===== config.mk =====
export PLATFORM = sky130hd
export DESIGN_NAME = amicable_pair_checker_unit
export DESIGN_NICKNAME = d
export VERILOG_FILES = /design/src/rtl/apc_pkg.sv /design/src/rtl/amicable_pair_checker_unit.sv /design/src/rtl/apc_datapath.sv /design/src/rtl/apc_ctrl.sv
export SDC_FILE = /design/constraint.sdc
export NUM_CORES = 1
export LEC_CHECK = 0
export ABC_AREA = 0
export BUFFER_PORTS_ARGS = -buffer_cell sky130_fd_sc_hd__buf_2
export CORE_UTILIZATION = 40
export CTS_CLUSTER_SIZE = 12
export DETAILED_ROUTE_END_ITERATION = 8
export GPL_ROUTABILITY_DRIVEN = 0
export GPL_TIMING_DRIVEN = 0
export PLACE_DENSITY_LB_ADDON = 0.05
export SLEW_MARGIN = 40
export SYNTH_ARGS = -nofsm -noshare
export SYNTH_HDL_FRONTEND = slang
export SYNTH_SLANG_ARGS = --single-unit
export TNS_END_PERCENT = 30

===== constraint.sdc =====
create_clock -name clk -period 6.9 [get_ports clk]
set_input_delay 0.345 -clock clk [delete_from_list [all_inputs] [get_ports clk]]
set_output_delay 0.345 -clock clk [all_outputs]
set_load 0.05 [all_outputs]

===== src/rtl/apc_pkg.sv =====
// apc_pkg: shared types for the amicable pair checker.
// Controller state encoding and the command/status bundles between the
// controller (apc_ctrl) and the datapath (apc_datapath).
`timescale 1ns / 1ps
`default_nettype none
package apc_pkg;

  typedef enum logic [2:0] {
    ST_IDLE,
    ST_DIV,
    ST_STEP,
    ST_EVAL1,
    ST_CHECK,
    ST_EVAL2,
    ST_OUTPUT
  } apc_state_t;

  typedef struct packed {
    logic load_n;     // capture candidate, start first aliquot pass
    logic load_s;     // start second aliquot pass on first sum
    logic div_step;   // one restoring division step
    logic acc_step;   // accumulate divisor pair, advance trial divisor
    logic eval1;      // latch first aliquot sum
    logic eval2;      // compare second aliquot sum with candidate
    logic write_out;  // load result register
  } apc_cmd_t;

  typedef struct packed {
    logic div_last;   // current division step is the last one
    logic loop_done;  // quotient below divisor: trial division finished
    logic need_pass2; // first sum qualifies for the second pass
    logic out_free;   // result register can take a new result
  } apc_status_t;

endpackage
`default_nettype wire


===== src/rtl/amicable_pair_checker_unit.sv =====
// Amicable pair checker: one candidate in, partner / pair flag / ordinal out.
// Each pass tries divisors d while n/d >= d, up to isqrt(n); a second pass on the first sum
// s (the partner) runs only when s qualifies; both passes share one bit-serial restoring divider.
// Throughput: one candidate at a time; in_ready returns the cycle after the result is loaded
// into the output register, which holds it until transferred and stalls the next load.
// Reset (rst_n low, synchronous): idle, output empty, pair ordinal back to 1.
`timescale 1ns / 1ps
`default_nettype none
module amicable_pair_checker_unit #(
  parameter int NUMBER_WIDTH = 20,
  parameter int SUM_WIDTH    = 24,
  parameter int COUNT_WIDTH  = 16
) (
  input  wire                     clk,
  input  wire                     rst_n,
  input  wire                     in_valid,
  output logic                    in_ready,
  input  wire  [NUMBER_WIDTH-1:0] in_candidate,
  output logic                    out_valid,
  input  wire                     out_ready,
  output logic [SUM_WIDTH-1:0]    out_partner,
  output logic                    out_is_pair,
  output logic [COUNT_WIDTH-1:0]  out_pair_ordinal
);
  import apc_pkg::*;

  apc_cmd_t    cmd;
  apc_status_t status;

  apc_ctrl u_ctrl (
    .clk      (clk),
    .rst_n    (rst_n),
    .in_valid (in_valid),
    .in_ready (in_ready),
    .status   (status),
    .cmd      (cmd)
  );

  apc_datapath #(
    .NUMBER_WIDTH (NUMBER_WIDTH),
    .SUM_WIDTH    (SUM_WIDTH),
    .COUNT_WIDTH  (COUNT_WIDTH)
  ) u_datapath (
    .clk              (clk),
    .rst_n            (rst_n),
    .cmd              (cmd),
    .status           (status),
    .in_candidate     (in_candidate),
    .out_ready        (out_ready),
    .out_valid        (out_valid),
    .out_partner      (out_partner),
    .out_is_pair      (out_is_pair),
    .out_pair_ordinal (out_pair_ordinal)
  );

  a_no_overwrite: assert property (@(posedge clk) disable iff (!rst_n)
    cmd.write_out |-> status.out_free)
    else $error("result register overwritten before transfer");

  a_one_cmd: assert property (@(posedge clk) disable iff (!rst_n)
    $onehot0({cmd.load_n, cmd.load_s, cmd.div_step, cmd.acc_step,
              cmd.eval1, cmd.eval2, cmd.write_out}))
    else $error("conflicting datapath commands");

  a_single_item: assert property (@(posedge clk) disable iff (!rst_n)
    (in_valid && in_ready) |=> !in_ready)
    else $error("second candidate taken while busy");

  a_ordinal_zero: assert property (@(posedge clk) disable iff (!rst_n)
    (out_valid && !out_is_pair) |-> (out_pair_ordinal == '0))
    else $error("nonzero ordinal on a non-pair result");

endmodule
`default_nettype wire


===== src/rtl/apc_datapath.sv =====
// apc_datapath: operand, trial divisor, bit-serial restoring divider,
// accumulator, pair ordinal counter and result register.
// Depends on apc_pkg for the command/status bundles.
`timescale 1ns / 1ps
`default_nettype none
module apc_datapath #(
  parameter int NUMBER_WIDTH = 20,
  parameter int SUM_WIDTH    = 24,
  parameter int COUNT_WIDTH  = 16
) (
  input  wire                     clk,
  input  wire                     rst_n,
  input  apc_pkg::apc_cmd_t       cmd,
  output apc_pkg::apc_status_t    status,
  input  wire  [NUMBER_WIDTH-1:0] in_candidate,
  input  wire                     out_ready,
  output logic                    out_valid,
  output logic [SUM_WIDTH-1:0]    out_partner,
  output logic                    out_is_pair,
  output logic [COUNT_WIDTH-1:0]  out_pair_ordinal
);
  import apc_pkg::*;

  localparam int VAL_W = (NUMBER_WIDTH > SUM_WIDTH) ? NUMBER_WIDTH : SUM_WIDTH;
  localparam int ACC_W = VAL_W + 3;
  localparam int CNT_W = $clog2(VAL_W);

  logic [NUMBER_WIDTH-1:0] n_r;
  logic [VAL_W-1:0]        m_r;
  logic [VAL_W-1:0]        d_r;
  logic [VAL_W-1:0]        rem_r;
  logic [VAL_W-1:0]        quo_r;
  logic [CNT_W-1:0]        cnt_r;
  logic [ACC_W-1:0]        acc_r;
  logic [ACC_W-1:0]        s1_r;
  logic                    hit_r;
  logic                    out_valid_r;
  logic [SUM_WIDTH-1:0]    out_partner_r;
  logic                    out_is_pair_r;
  logic [COUNT_WIDTH-1:0]  out_ordinal_r;
  logic [COUNT_WIDTH-1:0]  next_ord_r;

  logic [VAL_W:0]   shifted;
  logic [VAL_W:0]   trial;
  logic             fits;
  logic [VAL_W-1:0] rem_nxt;
  logic [VAL_W-1:0] quo_nxt;
  logic [ACC_W-1:0] addend;
  logic [ACC_W-1:0] aliq;
  logic             s1_big;
  logic [VAL_W-1:0] s1_val;

  // restoring division step
  assign shifted = {rem_r, quo_r[VAL_W-1]};
  assign trial   = shifted - {1'b0, d_r};
  assign fits    = ~trial[VAL_W];
  assign rem_nxt = fits ? trial[VAL_W-1:0] : shifted[VAL_W-1:0];
  assign quo_nxt = {quo_r[VAL_W-2:0], fits};

  assign addend = (rem_r == '0) ?
                  (ACC_W'(d_r) + ((quo_r != d_r) ? ACC_W'(quo_r) : '0)) : '0;
  assign aliq   = acc_r - ACC_W'(m_r);
  assign s1_big = (s1_r[ACC_W-1:SUM_WIDTH] != '0);
  assign s1_val = VAL_W'(s1_r[SUM_WIDTH-1:0]);

  assign status.div_last   = (cnt_r == CNT_W'(VAL_W - 1));
  assign status.loop_done  = (quo_r < d_r);
  assign status.need_pass2 = !s1_big && (n_r != '0) && (ACC_W'(n_r) <= s1_r);
  assign status.out_free   = !out_valid_r || out_ready;

  always_ff @(posedge clk) begin
    if (cmd.load_n) begin
      n_r   <= in_candidate;
      m_r   <= VAL_W'(in_candidate);
      quo_r <= VAL_W'(in_candidate);
      rem_r <= '0;
      cnt_r <= '0;
      acc_r <= '0;
      d_r   <= VAL_W'(1);
      hit_r <= 1'b0;
    end else if (cmd.load_s) begin
      m_r   <= s1_val;
      quo_r <= s1_val;
      rem_r <= '0;
      cnt_r <= '0;
      acc_r <= '0;
      d_r   <= VAL_W'(1);
    end else if (cmd.div_step) begin
      rem_r <= rem_nxt;
      quo_r <= quo_nxt;
      cnt_r <= cnt_r + CNT_W'(1);
    end else if (cmd.acc_step) begin
      acc_r <= acc_r + addend;
      d_r   <= d_r + VAL_W'(1);
      quo_r <= m_r;
      rem_r <= '0;
      cnt_r <= '0;
    end
    if (cmd.eval1) begin
      s1_r <= aliq;
    end
    if (cmd.eval2) begin
      hit_r <= (aliq == ACC_W'(n_r));
    end
    if (cmd.write_out) begin
      out_partner_r <= s1_big ? '1 : s1_r[SUM_WIDTH-1:0];
      out_is_pair_r <= hit_r;
      out_ordinal_r <= hit_r ? next_ord_r : '0;
    end
  end

  always_ff @(posedge clk) begin
    if (!rst_n) begin
      out_valid_r <= 1'b0;
      next_ord_r  <= COUNT_WIDTH'(1);
    end else begin
      if (cmd.write_out) begin
        out_valid_r <= 1'b1;
        if (hit_r) begin
          next_ord_r <= next_ord_r + COUNT_WIDTH'(1);
        end
      end else if (out_ready) begin
        out_valid_r <= 1'b0;
      end
    end
  end

  assign out_valid        = out_valid_r;
  assign out_partner      = out_partner_r;
  assign out_is_pair      = out_is_pair_r;
  assign out_pair_ordinal = out_ordinal_r;

endmodule
`default_nettype wire


===== src/rtl/apc_ctrl.sv =====
// apc_ctrl: sequencer for the two trial-division passes and result handoff.
// Depends on apc_pkg for state encoding and command/status bundles.
`timescale 1ns / 1ps
`default_nettype none
module apc_ctrl (
  input  wire                  clk,
  input  wire                  rst_n,
  input  wire                  in_valid,
  output logic                 in_ready,
  input  apc_pkg::apc_status_t status,
  output apc_pkg::apc_cmd_t    cmd
);
  import apc_pkg::*;

  apc_state_t state_r, state_nxt;
  logic       pass2_r, pass2_nxt;

  always_ff @(posedge clk) begin
    if (!rst_n) begin
      state_r <= ST_IDLE;
      pass2_r <= 1'b0;
    end else begin
      state_r <= state_nxt;
      pass2_r <= pass2_nxt;
    end
  end

  always_comb begin
    state_nxt = state_r;
    pass2_nxt = pass2_r;
    cmd       = '0;
    in_ready  = 1'b0;
    case (state_r)
      ST_IDLE: begin
        in_ready = 1'b1;
        if (in_valid) begin
          cmd.load_n = 1'b1;
          pass2_nxt  = 1'b0;
          state_nxt  = ST_DIV;
        end
      end
      ST_DIV: begin
        cmd.div_step = 1'b1;
        if (status.div_last) begin
          state_nxt = ST_STEP;
        end
      end
      ST_STEP: begin
        if (status.loop_done) begin
          state_nxt = pass2_r ? ST_EVAL2 : ST_EVAL1;
        end else begin
          cmd.acc_step = 1'b1;
          state_nxt    = ST_DIV;
        end
      end
      ST_EVAL1: begin
        cmd.eval1 = 1'b1;
        state_nxt = ST_CHECK;
      end
      ST_CHECK: begin
        if (status.need_pass2) begin
          cmd.load_s = 1'b1;
          pass2_nxt  = 1'b1;
          state_nxt  = ST_DIV;
        end else begin
          state_nxt = ST_OUTPUT;
        end
      end
      ST_EVAL2: begin
        cmd.eval2 = 1'b1;
        state_nxt = ST_OUTPUT;
      end
      ST_OUTPUT: begin
        if (status.out_free) begin
          cmd.write_out = 1'b1;
          state_nxt     = ST_IDLE;
        end
      end
      default: begin
        state_nxt = ST_IDLE;
      end
    endcase
  end

endmodule
`default_nettype wire


==> results.sh <==
export IMPL_critPathArrivalTime_ns=6.73
export IMPL_antenna_left=0
export IMPL_detail_route_wl_per_cell_um=20.5
export IMPL_layout_min_cycle_time_ns=6.32
export IMPL_finalNonFillerCells=2425
export IMPL_ys_flop_type="edfxtp_1"
export IMPL_postCtsSetupBuffers=0
export IMPL_vias_per_cell=5.57
export IMPL_cts_sinks=238
export IMPL_drtIter0Drc=965
export IMPL_slew_headroom_pct=46.2
export IMPL_num_rows=72
export IMPL_ys_warnings_count=0
export IMPL_tritoncts="yes"
export IMPL_synth_async_reset_ratio_pct=0
export IMPL_antenna_found_initial=0
export IMPL_cts_buffers=29
export IMPL_cp_slowest_cell="dfxtp_2"
export IMPL_fin_skew_ns=0.0170
export IMPL_drv_slew=0
export IMPL_placedCellCount=2356
export IMPL_overflow=0
export IMPL_critPathTopFamily="simple AND/OR/NAND/NOR gates"
export IMPL_power_mw=5.17
export IMPL_die_x_um=201
export IMPL_clockRootBuffer="clkbuf_16"
export IMPL_dieArea_um2=40600
export IMPL_io_buffers=66
export IMPL_layout_nets=2057
export IMPL_syn_num_nets=1940
export IMPL_final_core_util_pct=46.7
export IMPL_ir_drop_mv=0.194
export IMPL_path_class="register to register"
export IMPL_dr_pass1_iters=5
export IMPL_grt_pass1_vias=13100
export IMPL_drcViolationCount=0
export IMPL_initial_core_util_pct=40.9
export IMPL_clockBufferDepth=3
export IMPL_rsz0062_at_grt="no"
export IMPL_fin_crit_sh_pct=91.5
export IMPL_core_um2=38900
export IMPL_synth_cell_types=79
export IMPL_grt_util_all_layers_pct=24.5
export IMPL_fmax_mhz=158
export IMPL_worst_slew_pin_slew_ns=0.806
export IMPL_hold_viol=0
export IMPL_vias=13500
export IMPL_hold_slack_ns=0.0352
export IMPL_clk_latency_ns=0.56
export IMPL_setup_viol=0
export IMPL_path_buf_inv=3
export IMPL_power_density_nw_per_um2=284
export IMPL_cp_max_fo=10
export IMPL_hold_class="input port to register"
export IMPL_start_kind="register"
export IMPL_endpoint_kind="register"
export IMPL_critPathRequiredTime_ns=7.32
export IMPL_stdcell_area_um2=18200
export IMPL_synth_area_um2=15900
export IMPL_synth_avg_cell_area_um2=9.00
export IMPL_power_leakage_nw=7.21
export IMPL_cts_max_level=1
export IMPL_dp_hpwl_mm=39.4
export IMPL_placed_area_um2=17000
export IMPL_max_stage_delay_ns=0.42
export IMPL_io_pins=67
export IMPL_grt_pass1_wl_mm=77.2
export IMPL_outcome="finished, final reports clean"
export IMPL_grt_max_degree=30
export IMPL_ys_ff_latch=238
export IMPL_area_growth_pct=14.2
export IMPL_synth_seq_area_share_pct=38.0
export IMPL_fillers=3869
export IMPL_max_cap_viol_count=0
export IMPL_synth_edf_count=129
export IMPL_routed_wl_mm=49.8
export IMPL_path_clk_slew_ns=0.06
export IMPL_syn_inst=1768
export IMPL_die_h_um=201
export IMPL_layout_drive_gt1_share_pct=8.34
==> flip-flops by register name (all words and copies together), names as in the netlist <==
register	cells
u_datapath.out_pair_ordinal	16
u_datapath.hit_r	1
u_datapath.acc_r	27
u_datapath.out_partner	24
u_datapath.next_ord_r	16
u_datapath.s1_r	27
u_datapath.quo_r	24
u_datapath.m_r	24
u_datapath.out_is_pair	1
u_datapath.d_r	24
u_datapath.out_valid	1
u_datapath.n_r	20
u_ctrl.pass2_r	1
u_datapath.cnt_r	5
u_ctrl.state_r	3
u_datapath.rem_r	24
==> cell usage in the layout, fill, tap and decap left out, drive strengths merged, types with 8 or more instances in the layout <==
cell / synthesis / layout
nand2: 177 / 177
o31ai: 10 / 10
edfxtp: 129 / 129
clkbuf: 49 / 89
a211oi: 20 / 20
dlygate4sd3: 0 / 16
dfxtp: 109 / 109
or4: 8 / 8
and2: 59 / 59
inv: 104 / 104
nand3: 41 / 41
and3: 20 / 20
o21a: 19 / 19
nand4: 28 / 28
nor2: 121 / 121
mux2i: 24 / 24
o21ai: 133 / 133
a31oi: 19 / 19
ha: 144 / 144
buf: 10 / 80
nand2b: 29 / 29
a22oi: 20 / 20
xnor2: 81 / 81
a21oi: 132 / 132
nor2b: 20 / 20
xor2: 39 / 39
a21o: 47 / 47
nor3: 34 / 34
nor4: 26 / 26
==> stage by stage <==
stage	setup TNS [ns]	setup slack [ns]
3_3_place_gp	-0.327	-0.232
4_1_cts	0	0.0550
2_1_floorplan	0	1.51
3_5_place_dp	-0.281	-0.200
5_1_grt	0	0.0748
6_report	0	0.585
==> layer usage <==
layer / part of all wire [%] / wire (µm) / global-route usage, % / vias up
met1: 48 / 24100 / 34.9 / 6474
met3: 4.2 / 2100 / 2.58 / 60
met4: 2.7 / 1350 / 6.79 / 0
met5: 0 / 0 / 0 / -
li1: - / - / - / 6668
met2: 45 / 22300 / 39.4 / 306
==> path summary, 6_finish.rpt <==
| kind | start | end | slack, ns | depth (start not counted) |
|---|---|---|---|---|
| setup / recovery | u_datapath.d_r[7]$_SDFFE_PP0P_ | u_datapath.acc_r[25]$_SDFFE_PP0P_ | 0.58 | 29 |
| hold / removal | in_candidate[2] | u_datapath.n_r[2]$_DFFE_PP_ | 0.04 | 1 |
| setup reg to reg | u_datapath.d_r[7]$_SDFFE_PP0P_ | u_datapath.acc_r[25]$_SDFFE_PP0P_ | 0.58 | 29 |
| hold reg to reg | u_datapath.rem_r[14]$_SDFFE_PP0P_ | u_datapath.rem_r[14]$_SDFFE_PP0P_ | 0.48 | 2 |
==> synthesized netlist by cell type (all sizes together), types with 20 or more instances <==
| cell | instances | area share, % |
|---|---|---|
| inv | 104 | 2.5 |
| nand2 | 177 | 4.2 |
| xnor2 | 81 | 4.5 |
| nand3 | 41 | 1.3 |
| a21o | 47 | 2.2 |
| nand4 | 28 | 1.1 |
| nor2b | 20 | 0.79 |
| xor2 | 39 | 2.1 |
| dfxtp | 109 | 14 |
| a22oi | 20 | 0.94 |
| a211oi | 20 | 0.94 |
| mux2i | 24 | 1.5 |
| edfxtp | 129 | 24 |
| o21ai | 133 | 4.2 |
| nor4 | 26 | 1.1 |
| and3 | 20 | 0.79 |
| ha | 144 | 11 |
| nor2 | 121 | 2.9 |
| clkbuf | 49 | 1.2 |
| and2 | 59 | 2.3 |
| nor3 | 34 | 1.1 |
| nand2b | 29 | 1.1 |
| a21oi | 132 | 4.1 |
==> timing repair <==
| action | in CTS | in global routing |
|---|---|---|
| gates resized for setup | 3 | 15 |
| setup endpoints to repair | 3 | 5 |
| hold buffers | 16 | 0 |
| endpoints found under the hold margin | 16 | 0 |
==> final cells by class <==
class	instances	area [µm²]	area share (%)
well taps	518	648	3.57
multi-input cells	1367	9310	51.2
repair buffers	86	563	3.10
inverters	104	390	2.15
clock inverters	12	185	1.02
diodes	1	2.50	0.0138
clock buffers	40	777	4.27
plain buffers	59	246	1.36
flip-flops and latches	238	6060	33.3
==> report_power, final <==
part	switching [mW]	internal, mW
Sequential	0.174	1.65
Combinational	1.02	0.738
Clock	0.613	0.967
Total	1.81	3.36
==> cells by family after synthesis <==
| kind of cell | count (synthesis) | share of synthesized area [%] |
|---|---|---|
| DFF | 238 | 38.0 |
| adders and majority gates | 148 | 11.8 |
| and+or+nand+nor | 593 | 18.5 |
| muxes | 27 | 1.72 |
| AOI/OAI and AO/OA | 475 | 18.8 |
| xor gates and xnor gates | 124 | 7.17 |
| buffers and inverters | 163 | 3.95 |
(Power assumes the default switching activity.)
